`src/hw/rtl/bsd_pkg.sv`:
```
// ----------------------------------------------------------------------------
// Bounded shift deque package
// Request and response payload types, operation and status codes, and the
// per-cell control word shared by the deque's cell row and its top level.
// ----------------------------------------------------------------------------
package bsd_pkg;

   // Operation codes carried in the kind field of a request.
   localparam logic [2:0] KIND_PUSH_HEAD = 3'd0;
   localparam logic [2:0] KIND_PUSH_TAIL = 3'd1;
   localparam logic [2:0] KIND_POP_HEAD  = 3'd2;
   localparam logic [2:0] KIND_POP_TAIL  = 3'd3;
   localparam logic [2:0] KIND_READ      = 3'd4;

   // Status codes returned with every response.
   localparam logic [1:0] STATUS_DONE  = 2'd0;
   localparam logic [1:0] STATUS_FULL  = 2'd1;
   localparam logic [1:0] STATUS_EMPTY = 2'd2;
   localparam logic [1:0] STATUS_RANGE = 2'd3;

   // Width of the element fields on the ports.
   localparam int unsigned PORT_ELEMENT_WIDTH = 32;

   typedef struct packed {
      logic [2:0]  kind;
      logic [31:0] element;
      logic [5:0]  index;
   } bsd_req_type;

   typedef struct packed {
      logic [1:0]  status;
      logic [31:0] read_element;
      logic [31:0] head_element;
      logic [31:0] tail_element;
      logic [6:0]  count;
   } bsd_rsp_type;

   // Command broadcast to every cell of the row.
   typedef enum logic [2:0] {
      CMD_HOLD,
      CMD_SHIFT_UP,
      CMD_SHIFT_DOWN,
      CMD_PUT,
      CMD_CLEAR
   } bsd_cmd_type;

   // Control word seen by one cell: the shared command and whether this cell
   // is the one the tail operation addresses.
   typedef struct packed {
      bsd_cmd_type cmd;
      logic        at_tail;
   } bsd_cell_ctl_type;

endpackage

```
`src/hw/rtl/bsd_cell.sv`:
```
// ----------------------------------------------------------------------------
// Bounded shift deque cell
// One storage slot of the row. It takes its lower or upper neighbor's value
// on a shift, or the pushed value or zero when it is the addressed tail cell.
// ----------------------------------------------------------------------------
module bsd_cell #(
   parameter int WIDTH = 32
) (
   input  logic                      clock,
   input  logic                      reset,
   input  bsd_pkg::bsd_cell_ctl_type ctl,
   input  logic [WIDTH-1:0]          below_value,
   input  logic [WIDTH-1:0]          above_value,
   input  logic [WIDTH-1:0]          put_value,
   output logic [WIDTH-1:0]          value
);

   logic [WIDTH-1:0] value_ff;
   logic [WIDTH-1:0] value_in;

   // Next value for this slot.
   always_comb begin
      unique case (ctl.cmd)
         bsd_pkg::CMD_SHIFT_UP:   value_in = below_value;
         bsd_pkg::CMD_SHIFT_DOWN: value_in = above_value;
         bsd_pkg::CMD_PUT:        value_in = ctl.at_tail ? put_value : value_ff;
         bsd_pkg::CMD_CLEAR:      value_in = ctl.at_tail ? '0 : value_ff;
         default:                 value_in = value_ff;
      endcase
   end

   // Slots beyond the fill count are kept at zero, so reset clears them all.
   always_ff @(posedge clock) begin
      if (reset) begin
         value_ff <= '0;
      end else begin
         value_ff <= value_in;
      end
   end

   assign value = value_ff;

endmodule

```
`config.mk`:
```
export PLATFORM = sky130hd
export DESIGN_NAME = bsd_cell
export DESIGN_NICKNAME = d
export VERILOG_FILES = /design/src/hw/rtl/bsd_pkg.sv /design/src/hw/rtl/bsd_cell.sv
export SDC_FILE = /design/constraint.sdc
export NUM_CORES = 1
export LEC_CHECK = 0
export BUFFER_PORTS_ARGS = -buffer_cell sky130_fd_sc_hd__buf_2
export CAP_MARGIN = 5
export CORE_ASPECT_RATIO = 1.75
export CORE_MARGIN = 1.5
export CORE_UTILIZATION = 36
export DETAILED_ROUTE_END_ITERATION = 6
export PLACE_DENSITY = 0.75
export SLEW_MARGIN = 20
export SYNTH_ARGS = -nofsm -noshare
export SYNTH_HDL_FRONTEND = slang
export SYNTH_SLANG_ARGS = --single-unit
```
`constraint.sdc`:
```
create_clock -name clock -period 5.7 [get_ports clock]
set_clock_uncertainty 0.2 [all_clocks]
set_input_delay 1.14 -clock clock [delete_from_list [all_inputs] [get_ports clock]]
set_output_delay 1.14 -clock clock [all_outputs]
set_load 0.01 [all_outputs]
```
==> metrics.md, run 1 <==
| Metric | Value |
|---|---|
| Capturing point of the worst reg2reg path | `value[13]$_SDFFE_PP0P_` |
| Compound-Gate Fraction of Synth Area | `21.25%` |
| Post-route minimum period | `3.024 ns` |
| Drt drc | `0` |
| XOR/XNOR share of the synthesized area | `0%` |
| CTS Hold Bufs | `0` |
| Share of flip-flops with an asynchronous set or reset | `0%` |
| RSZ-0062 raised after global routing | `false` |
| Worst setup path end | `value[13]$_SDFFE_PP0P_` |
| Final hold violation count | `0` |
| Final worst path period share | `53.06%` |
| Total Power | `572.3 uW` |
| Worst Setup SP | `ctl[1]` |
| Worst-margin pin slew | `0.6418 ns` |
| Post-synth EDFFs | `0` |
| Synth area leaders | `dfxtp_1 35%, or4_1 13%, o22ai_1 11%` |
| Post_cts resized | `0` |
| Share of cells above drive strength 1 | `38.56%` |
| Final hold slack | `0.2472 ns` |
| Die Width | `57.00 um` |
| DR WL/cell | `14.67 um` |
| Largest family of logic cells by synthesized area | `simple AND/OR/NAND/NOR gates` |
| CTS Buffer Depth | `2` |
| Total setup buffers inserted after CTS | `0` |
| Crit path launch type | `primary input` |
| Routed vias | `2399` |
| Setup TNS after final layout | `0 ns` |
| Largest net degree at the start of global routing | `69` |
| CTS tree | `done` |
| Post-synth cell types | `19` |
| First-pass GRT wire length | `9949 um` |
| Max reg flops | `32` |
| CP endpoint kind | `flop` |
| Ant. Diodes | `0` |
| First DRT Iteration DRCs | `113` |
| PwrDens | `223.2 mW/mm^2` |
| Final wirelength | `6306 um` |
| Syn. warnings | `0` |
| Syn nets | `364` |
| Clock Sinks | `32` |
| Initial antenna violation count | `0` |
| Height of the die | `97.49 um` |
| Final net count | `477` |
| Most used DFF post-synth | `dfxtp_1` |
| Hold crit path type | `reg2reg` |
| WP data arrival | `3.03 ns` |
| Slew HR | `57.21%` |
| Outcome | `complete, no violations` |
| Slew Limit Fails | `0` |
| Core area | `0.004935 mm^2` |
| Area leader, netlist | `dfxtp_1` |
| WS Path Type | `in2reg` |
| Vias per cell | `5.579` |
| Post-synthesis sequential area ratio | `34.88%` |
| Port bufs | `133` |
| Max VDD drop | `164.5 uV` |
| Die ar. | `0.005556 mm^2` |
| H-tree depth | `2` |
| Drt first pass iters | `4` |
| DP HPWL | `4337 um` |
| Remaining Overflow, GRT | `0` |
| Max_cap viols | `0` |
| Number of global-route vias before repair | `2214` |
| Post-Synth Adder-Cell Area | `0%` |
| Fraction of the mapped netlist area in simple logic gates | `36.85%` |
| Mapped cell area | `0.001837 mm^2` |
| Initial Util | `37.22%` |
| Rows | `34` |
| Final setup vio count | `0` |
| Worst-skew pair later-pin latency | `0.28 ns` |
| Reg-to-reg startpoint | `value[13]$_SDFFE_PP0P_` |
| Mapped Cells | `262` |
| Final worst slack | `2.676 ns` |
| Clk root buf | `clkbuf_8` |
| Clk slew on worst S/H paths | `0.06 ns` |
| I/O pin cnt | `134` |
| Pleak | `0.001182 uW` |
| CP max FO | `68` |
| CTS Buf Count | `5` |
| R2R setup slack | `4.89 ns` |
| Gpl congestion | `0.7815` |
| R2R depth | `2` |
| GR Util All Layers | `22.11%` |
| Critical path required time | `5.71 ns` |
| Top achievable clock speed | `0.3306 GHz` |
| Syn Area/Cell | `7.011 um^2` |
| Post-DRT Antenna Nets | `0` |
| Synthesized flop and latch total | `32` |
| Area growth syn-to-layout | `39.58%` |
| Multiplexer area fraction after synthesis | `0%` |
| Synth top area share | `34.88%` |
| Pre-CTS setup slack | `2.021 ns` |
-- metal layers --
layer,routed length [um],up-vias,GRT usage (%)
li1,-,1186,-
met1,2410,1079,25.43
met2,3330,119,38.37
met3,398,15,4.261
met4,167,0,9.839
met5,0,-,0
-- layout make-up --
class	instances	area [um^2]
fillers	527	2371
multi-input cells	199	1071
repair buffers	136	690.7
flip-flops and latches	32	640.6
clock buffers	8	90.09
well taps	54	67.56
inverters	1	3.754
-- layout by cell type (no fill, tap or decap), types with 2 or more instances in the layout --
master,synthesis,final
buf_4,0,4
a21oi_1,32,32
clkbuf_8,0,6
dfxtp_1,32,32
buf_2,2,132
o22ai_1,32,32
nor2_1,32,32
nor3_1,32,32
clkbuf_1,25,2
or4_1,32,32
nand2_1,32,32
-- stage by stage --
stage	area, um^2	cells	utilization (%)
after global routing	2564	430	51.95
final	2564	430	51.95
after floorplan	1837	262	-
after CTS	2560	430	51.88
after detailed placement	2470	422	50.05
after global placement	2470	422	50.05
-- cells by family (layout without fill, tap and decap cells) --
group / Yosys count / after routing
AND/OR/NAND/NOR: 133 / 133
AO/OA/AOI/OAI: 66 / 66
buffers and inverters: 31 / 145
flip-flops: 32 / 32
-- worst max-delay path, cell delays in order --
cell and delay, ns:
buf_4 0.50, o21bai_1 0.17, o32a_4 0.45, or4_1 0.59, a21oi_1 0.15
-- report_power, final --
part / total, uW / switching, uW / internal [uW]
clock: 181 / 82.7 / 98.5
sequential: 248 / 8.02 / 240
combinational: 143 / 76.9 / 66.2
total: 572 / 168 / 405
-- worst min-delay path by stage --
stage                                      start                     end  slack (ns)  depth (start not counted)
after floorplan           value[15]$_SDFFE_PP0P_  value[15]$_SDFFE_PP0P_        0.27                          2
after global placement    value[28]$_SDFFE_PP0P_  value[28]$_SDFFE_PP0P_        0.24                          2
after detailed placement   value[6]$_SDFFE_PP0P_   value[6]$_SDFFE_PP0P_        0.24                          2
after CTS                  value[6]$_SDFFE_PP0P_   value[6]$_SDFFE_PP0P_        0.25                          2
after global routing      value[10]$_SDFFE_PP0P_  value[10]$_SDFFE_PP0P_        0.27                          2
final                      value[6]$_SDFFE_PP0P_   value[6]$_SDFFE_PP0P_        0.25                          2
No activity file was read; power rests on OpenSTA's default activity.
==> run 2: changes to the inputs <==
==> constraint.sdc (replaced) <==
create_clock -name clock -period 2.9 [get_ports clock]
set_clock_uncertainty 0.2 [all_clocks]
set_input_delay 0.58 -clock clock [delete_from_list [all_inputs] [get_ports clock]]
set_output_delay 0.58 -clock clock [all_outputs]
set_load 0.01 [all_outputs]
==> run 2 against run 1 <==
Against the previous run:
- final area is 1.6% higher
- flip-flop and latch count stayed put
- total power is 96% higher
- clock power is 92% higher
- register-to-register slack worse by 2.8 ns
- die area stayed put
- critical path type unchanged
==> metrics.md, run 2 (synthesis gave the netlist of run 1 again) <==
| Metric | Value |
|---|---|
| Worst hold start | `value[28]$_SDFFE_PP0P_` |
| CP max FO | `64 (-5.9%)` |
| Die ar. | `0.005556 mm^2 (unchanged)` |
| First DRT Iteration DRCs | `83 (-27%)` |
| Routed vias | `2384 (-0.63%)` |
| Initial antenna violation count | `0 (unchanged)` |
| Reg-to-reg startpoint | `value[13]$_SDFFE_PP0P_` |
| Core area | `0.004935 mm^2 (unchanged)` |
| Worst-margin pin slew | `0.6208 ns (-0.02104 ns)` |
| H-tree depth | `2 (unchanged)` |
| Setup TNS after final layout | `0 ns (unchanged)` |
| Hold path cells | `2 (unchanged)` |
| Hold crit path type | `reg2reg` |
| Final worst path period share | `77.72%` |
| Height of the die | `97.49 um (unchanged)` |
| Outcome | `complete, no violations` |
| Die Width | `57.00 um (unchanged)` |
| Clk root buf | `clkbuf_8` |
| Initial Util | `37.22% (unchanged)` |
| Ant. Diodes | `0 (unchanged)` |
| Final net count | `481 (+0.84%)` |
| I/O pin cnt | `134 (unchanged)` |
| R2R setup slack | `2.07 ns (-2.82 ns)` |
| GR Util All Layers | `22.11% (about the same)` |
| Gpl congestion | `0.8260 (+5.7%)` |
| Post-DRT Antenna Nets | `0 (unchanged)` |
| Final wirelength | `6197 um (-1.7%)` |
| Drt first pass iters | `4 (unchanged)` |
| Crit path launch type | `primary input` |
| Max reg flops | `32 (unchanged)` |
| CTS Buffer Depth | `2 (unchanged)` |
| Max VDD drop | `341.1 uV (+110%)` |
| Worst-skew pair later-pin latency | `0.28 ns (about the same)` |
| CTS Buf Count | `5 (unchanged)` |
| Capturing point of the worst reg2reg path | `value[13]$_SDFFE_PP0P_` |
| Fillers | `543 (+3.0%)` |
| First-pass GRT wire length | `9915 um (-0.34%)` |
| Post_cts resized | `0 (unchanged)` |
| Post-Layout Inst Area | `0.002605 mm^2 (+1.6%)` |
| Final hold violation count | `0 (unchanged)` |
| Total setup buffers inserted after CTS | `0 (unchanged)` |
| DR WL/cell | `14.28 um (-2.6%)` |
| Dpl cells | `426 (+0.95%)` |
| Area growth syn-to-layout | `41.83%` |
| Slew HR | `58.61% (+1.4 points)` |
| Pleak | `0.001211 uW (+2.4%)` |
| Drt drc | `0 (unchanged)` |
| Worst path bufs/invs | `1 (unchanged)` |
| Remaining Overflow, GRT | `0 (unchanged)` |
| CP endpoint kind | `flop` |
| Hold endpoint | `value[28]$_SDFFE_PP0P_` |
| Post-route insts no fill | `434 (+0.93%)` |
| Max_cap viols | `0 (unchanged)` |
| Critical path's largest stage delay | `0.60 ns (about the same)` |
| Final setup vio count | `0 (unchanged)` |
| Clk slew on worst S/H paths | `0.07 ns (about the same)` |
| WP data arrival | `2.25 ns (-0.78 ns)` |
| Share of cells above drive strength 1 | `39.47% (+0.91 points)` |
| Cell Area, Placed | `0.002512 mm^2 (+1.7%)` |
| PwrDens | `429.9 mW/mm^2 (+93%)` |
| CTS Hold Bufs | `0 (unchanged)` |
| R2R depth | `2 (unchanged)` |
| Clock Sinks | `32 (unchanged)` |
| Critical-path cell list | `buf_2, and3b_1, o32a_4, or4_1, a21oi_1` |
| WS Path Type | `in2reg` |
| Port bufs | `133 (unchanged)` |
| Rows | `34 (unchanged)` |
| RSZ-0062 raised after global routing | `false` |
| Most common cell after layout, fill and taps aside | `buf_2` |
| Top achievable clock speed | `0.4437 GHz` |
| Largest net degree at the start of global routing | `65 (-5.8%)` |
| Critical path required time | `2.90 ns (-2.81 ns)` |
| Post-route minimum period | `2.254 ns` |
| CTS tree | `done` |
| Slew Limit Fails | `0 (unchanged)` |
| Number of global-route vias before repair | `2296 (+3.7%)` |
| Crit-path leading delay family | `simple AND/OR/NAND/NOR gates` |
| Vias per cell | `5.493 (-1.5%)` |
| DP HPWL | `4472 um (+3.1%)` |
| Slowest cell on crit path | `or4_1` |
-- run 2: worst max-delay path by stage --
stage	from	to	slack, ns	cells past startpoint
final	ctl[1]	value[13]$_SDFFE_PP0P_	0.65	5
after detailed placement	ctl[1]	value[13]$_SDFFE_PP0P_	0.37	5
after CTS	ctl[1]	value[13]$_SDFFE_PP0P_	0.66	5
after floorplan	ctl[2]	value[0]$_SDFFE_PP0P_	0.68	6
after global placement	ctl[1]	value[6]$_SDFFE_PP0P_	0.43	5
after global routing	ctl[1]	value[4]$_SDFFE_PP0P_	0.57	5
-- run 2: layout make-up --
class                      instances  area [um^2]  area share, %
clock buffer                       6        82.58          3.170
clock inverter                     2        10.01         0.3842
inverter                           1        3.754         0.1441
multi-input combinational        199         1070          41.07
sequential                        32        640.6          24.59
tap                               54        67.56          2.594
timing repair buffer             140        730.7          28.05
-- run 2: metal layers --
layer	vias up	share of wire [%]	global-route usage [%]	wire length, um
li1	1195	-	-	-
met2	121	53	38.73	3298
met1	1048	36	24.55	2241
met5	-	0	0	0
met4	0	3.4	11.81	210
met3	20	7.2	3.728	446
-- run 2: worst register-to-register path, delay by kind of cell, from the launching register on --
kind / cells / cell delay (ns)
simple gates: 1 / 0.06
flops: 1 / 0.34
compound gates: 1 / 0.15
-- run 2: per-stage QoR --
stage / hold slack [ns] / power [uW] / worst slack [ns] / utilization, %
after floorplan: 0.2700 / 652.5 / 0.6766 / -
after global placement: 0.2365 / 777.4 / 0.4318 / 50.91
after detailed placement: 0.2423 / 783.1 / 0.3694 / 50.91
after CTS: 0.2493 / 1132 / 0.6552 / 52.79
after global routing: 0.2606 / 1179 / 0.5704 / 52.79
final: 0.2483 / 1120 / 0.6462 / 52.79
-- run 2: power by group --
group,switching (uW),internal [uW]
clock network,158,189
logic,151,135
registers,15.5,472
==> run 3: changes to the inputs <==
--- a/config.mk
+++ b/config.mk
@@ -11,7 +11,7 @@
 export CORE_MARGIN = 1.5
 export CORE_UTILIZATION = 36
 export DETAILED_ROUTE_END_ITERATION = 6
-export PLACE_DENSITY = 0.75
+export PLACE_DENSITY = 0.77
 export SLEW_MARGIN = 20
 export SYNTH_ARGS = -nofsm -noshare
 export SYNTH_HDL_FRONTEND = slang
==> constraint.sdc (replaced) <==
create_clock -name clock -period 1.85 [get_ports clock]
set_clock_uncertainty 0.2 [all_clocks]
set_input_delay 0.37 -clock clock [delete_from_list [all_inputs] [get_ports clock]]
set_output_delay 0.37 -clock clock [all_outputs]
set_load 0.01 [all_outputs]
==> run 3 against run 2 <==
Against the previous run:
- global-route usage increased by 1.3 points
- sequential power increased by 57%
- total power increased by 73%
- routed wire length increased by 4.5%
- count of clock-buffer cells in the layout unchanged
- sequential share of layout area decreased by 1.7 points
- largest cell class unchanged
- flip-flop and latch count unchanged
- die area unchanged
- combinational power increased by 76%
- non-clock buffer count increased by 12
- cell count increased by 2.8%
- core utilization increased by 3.8 points
==> metrics.md, run 3 (synthesis gave the netlist of run 1 again) <==
| Metric | Value |
|---|---|
| PwrDens | `691.6 mW/mm^2 (+61%)` |
| CP endpoint kind | `flop` |
| Ant. Diodes | `0 (unchanged)` |
| Post-route minimum period | `1.819 ns` |
| Total setup buffers inserted after CTS | `0 (unchanged)` |
| Core area | `0.004935 mm^2 (unchanged)` |
| WP data arrival | `1.83 ns (-0.42 ns)` |
| Post-Layout Inst Area | `0.002794 mm^2 (+7.3%)` |
| Initial antenna violation count | `0 (unchanged)` |
| Routed vias | `2478 (+3.9%)` |
| CTS Hold Bufs | `0 (unchanged)` |
| Remaining Overflow, GRT | `0 (unchanged)` |
| Area growth syn-to-layout | `52.11%` |
| Final worst path period share | `98.32%` |
| Max VDD drop | `552.5 uV (+62%)` |
| CTS Buffer Depth | `2 (unchanged)` |
| Worst-margin pin slew | `0.6758 ns (+0.05501 ns)` |
| Final setup vio count | `0 (unchanged)` |
| Slew HR | `54.95% (-3.7 points)` |
| Max_cap viols | `0 (unchanged)` |
| CP max FO | `12 (-81%)` |
| GR Util All Layers | `23.45% (+1.3 points)` |
| Final hold violation count | `0 (unchanged)` |
| Number of global-route vias before repair | `2413 (+5.1%)` |
| Pleak | `0.001301 uW (+7.4%)` |
| Clock Sinks | `32 (unchanged)` |
| CTS tree | `done` |
| DR WL/cell | `14.52 um (+1.7%)` |
| Outcome | `complete, no violations` |
| Initial Util | `37.22% (unchanged)` |
| Dpl cells | `438 (+2.8%)` |
| Hold crit path type | `reg2reg` |
| Final worst slack | `0.03100 ns (-0.6152 ns)` |
| Port bufs | `133 (unchanged)` |
| Top achievable clock speed | `0.5498 GHz` |
| DP HPWL | `4708 um (+5.3%)` |
| Gpl congestion | `0.8178 (-0.99%)` |
| CTS Buf Count | `5 (unchanged)` |
| First DRT Iteration DRCs | `108 (+30%)` |
| Height of the die | `97.49 um (unchanged)` |
| WS Path Type | `in2reg` |
| Post-route insts no fill | `446 (+2.8%)` |
| Pre-CTS setup slack | `-0.2713 ns (-0.6407 ns)` |
| First-pass GRT wire length | `10490 um (+5.8%)` |
| Clk root buf | `clkbuf_8` |
| Share of cells above drive strength 1 | `43.11% (+3.6 points)` |
| Cell Area, Placed | `0.002660 mm^2 (+5.9%)` |
| R2R setup slack | `1.01 ns (-1.06 ns)` |
| Crit path launch type | `primary input` |
| Largest net degree at the start of global routing | `37 (-43%)` |
| Final net count | `493 (+2.5%)` |
| Critical path required time | `1.87 ns (-1.03 ns)` |
| Rows | `34 (unchanged)` |
| Drt first pass iters | `4 (unchanged)` |
| Slew Limit Fails | `0 (unchanged)` |
| I/O pin cnt | `134 (unchanged)` |
| H-tree depth | `2 (unchanged)` |
| Post-DRT Antenna Nets | `0 (unchanged)` |
| Max reg flops | `32 (unchanged)` |
| Vias per cell | `5.556 (+1.1%)` |
| Most common cell after layout, fill and taps aside | `buf_2` |
| Final wirelength | `6475 um (+4.5%)` |
| Fillers | `496 (-8.7%)` |
| Die ar. | `0.005556 mm^2 (unchanged)` |
| Worst-skew pair later-pin latency | `0.28 ns (about the same)` |
| Clk slew on worst S/H paths | `0.07 ns (about the same)` |
| Die Width | `57.00 um (unchanged)` |
| Drt drc | `0 (unchanged)` |
| Post-layout util | `56.62% (+3.8 points)` |
| Post_cts resized | `0 (unchanged)` |
| Setup TNS after final layout | `0 ns (unchanged)` |
## run 3: cell count changes in the layout (fill, tap and decap cells not counted), moves of 3 or more
cell     delta
a21oi_2     +4
buf_12      +4
or4_4       +3
a21oi_1     -4
or4_1       -3
buf_4       +8
## run 3: path summary, 6_finish.rpt
check                                            start                endpoint  depth (start not counted)
worst max-delay path                            ctl[2]  value[14]$_SDFFE_PP0P_                          6
worst min-delay path            value[22]$_SDFFE_PP0P_  value[22]$_SDFFE_PP0P_                          2
worst max register to register  value[17]$_SDFFE_PP0P_  value[17]$_SDFFE_PP0P_                          2
worst min register to register  value[22]$_SDFFE_PP0P_  value[22]$_SDFFE_PP0P_                          2
## run 3: cell type report
type                       count  area [um^2]  share of cell area (%)
tap                           54        67.56                   2.418
clock buffer                   6        72.57                   2.597
sequential                    32        640.6                   22.93
multi-input combinational    199         1104                   39.50
timing repair buffer         152        870.8                   31.17
clock inverter                 2        35.03                   1.254
inverter                       1        3.754                  0.1343
## run 3: through the flow
stage | power (uW) | hold WS (ns)
6_report | 1932 | 0.2474
3_5_place_dp | 1270 | 0.2429
3_3_place_gp | 1260 | 0.2360
4_1_cts | 1942 | 0.2516
2_1_floorplan | 1029 | 0.2391
5_1_grt | 2036 | 0.2641
## run 3: report_power, final
part / switching (uW) / leakage [uW] / internal (uW)
Clock: 266 / 0.0000552 / 400
Sequential: 25.5 / 0.000263 / 740
Combinational: 251 / 0.000983 / 252
Total: 542 / 0.00130 / 1390
## run 3: critical path: stages
cell and delay [ns]:
buf_2 0.12, nand2b_4 0.14, o32a_4 0.34, buf_4 0.19, or4_4 0.53, a21oi_2 0.15
## run 3: layer usage
layer | vias to the layer above | GRT usage [%] | wire, um | share of wire [%]
li1 | 1217 | - | - | -
met5 | - | 0 | 0 | 0
met3 | 20 | 5.859 | 422 | 6.5
met1 | 1136 | 25.64 | 2439 | 38
met2 | 105 | 39.88 | 3391 | 52
met4 | 0 | 13.24 | 221 | 3.4
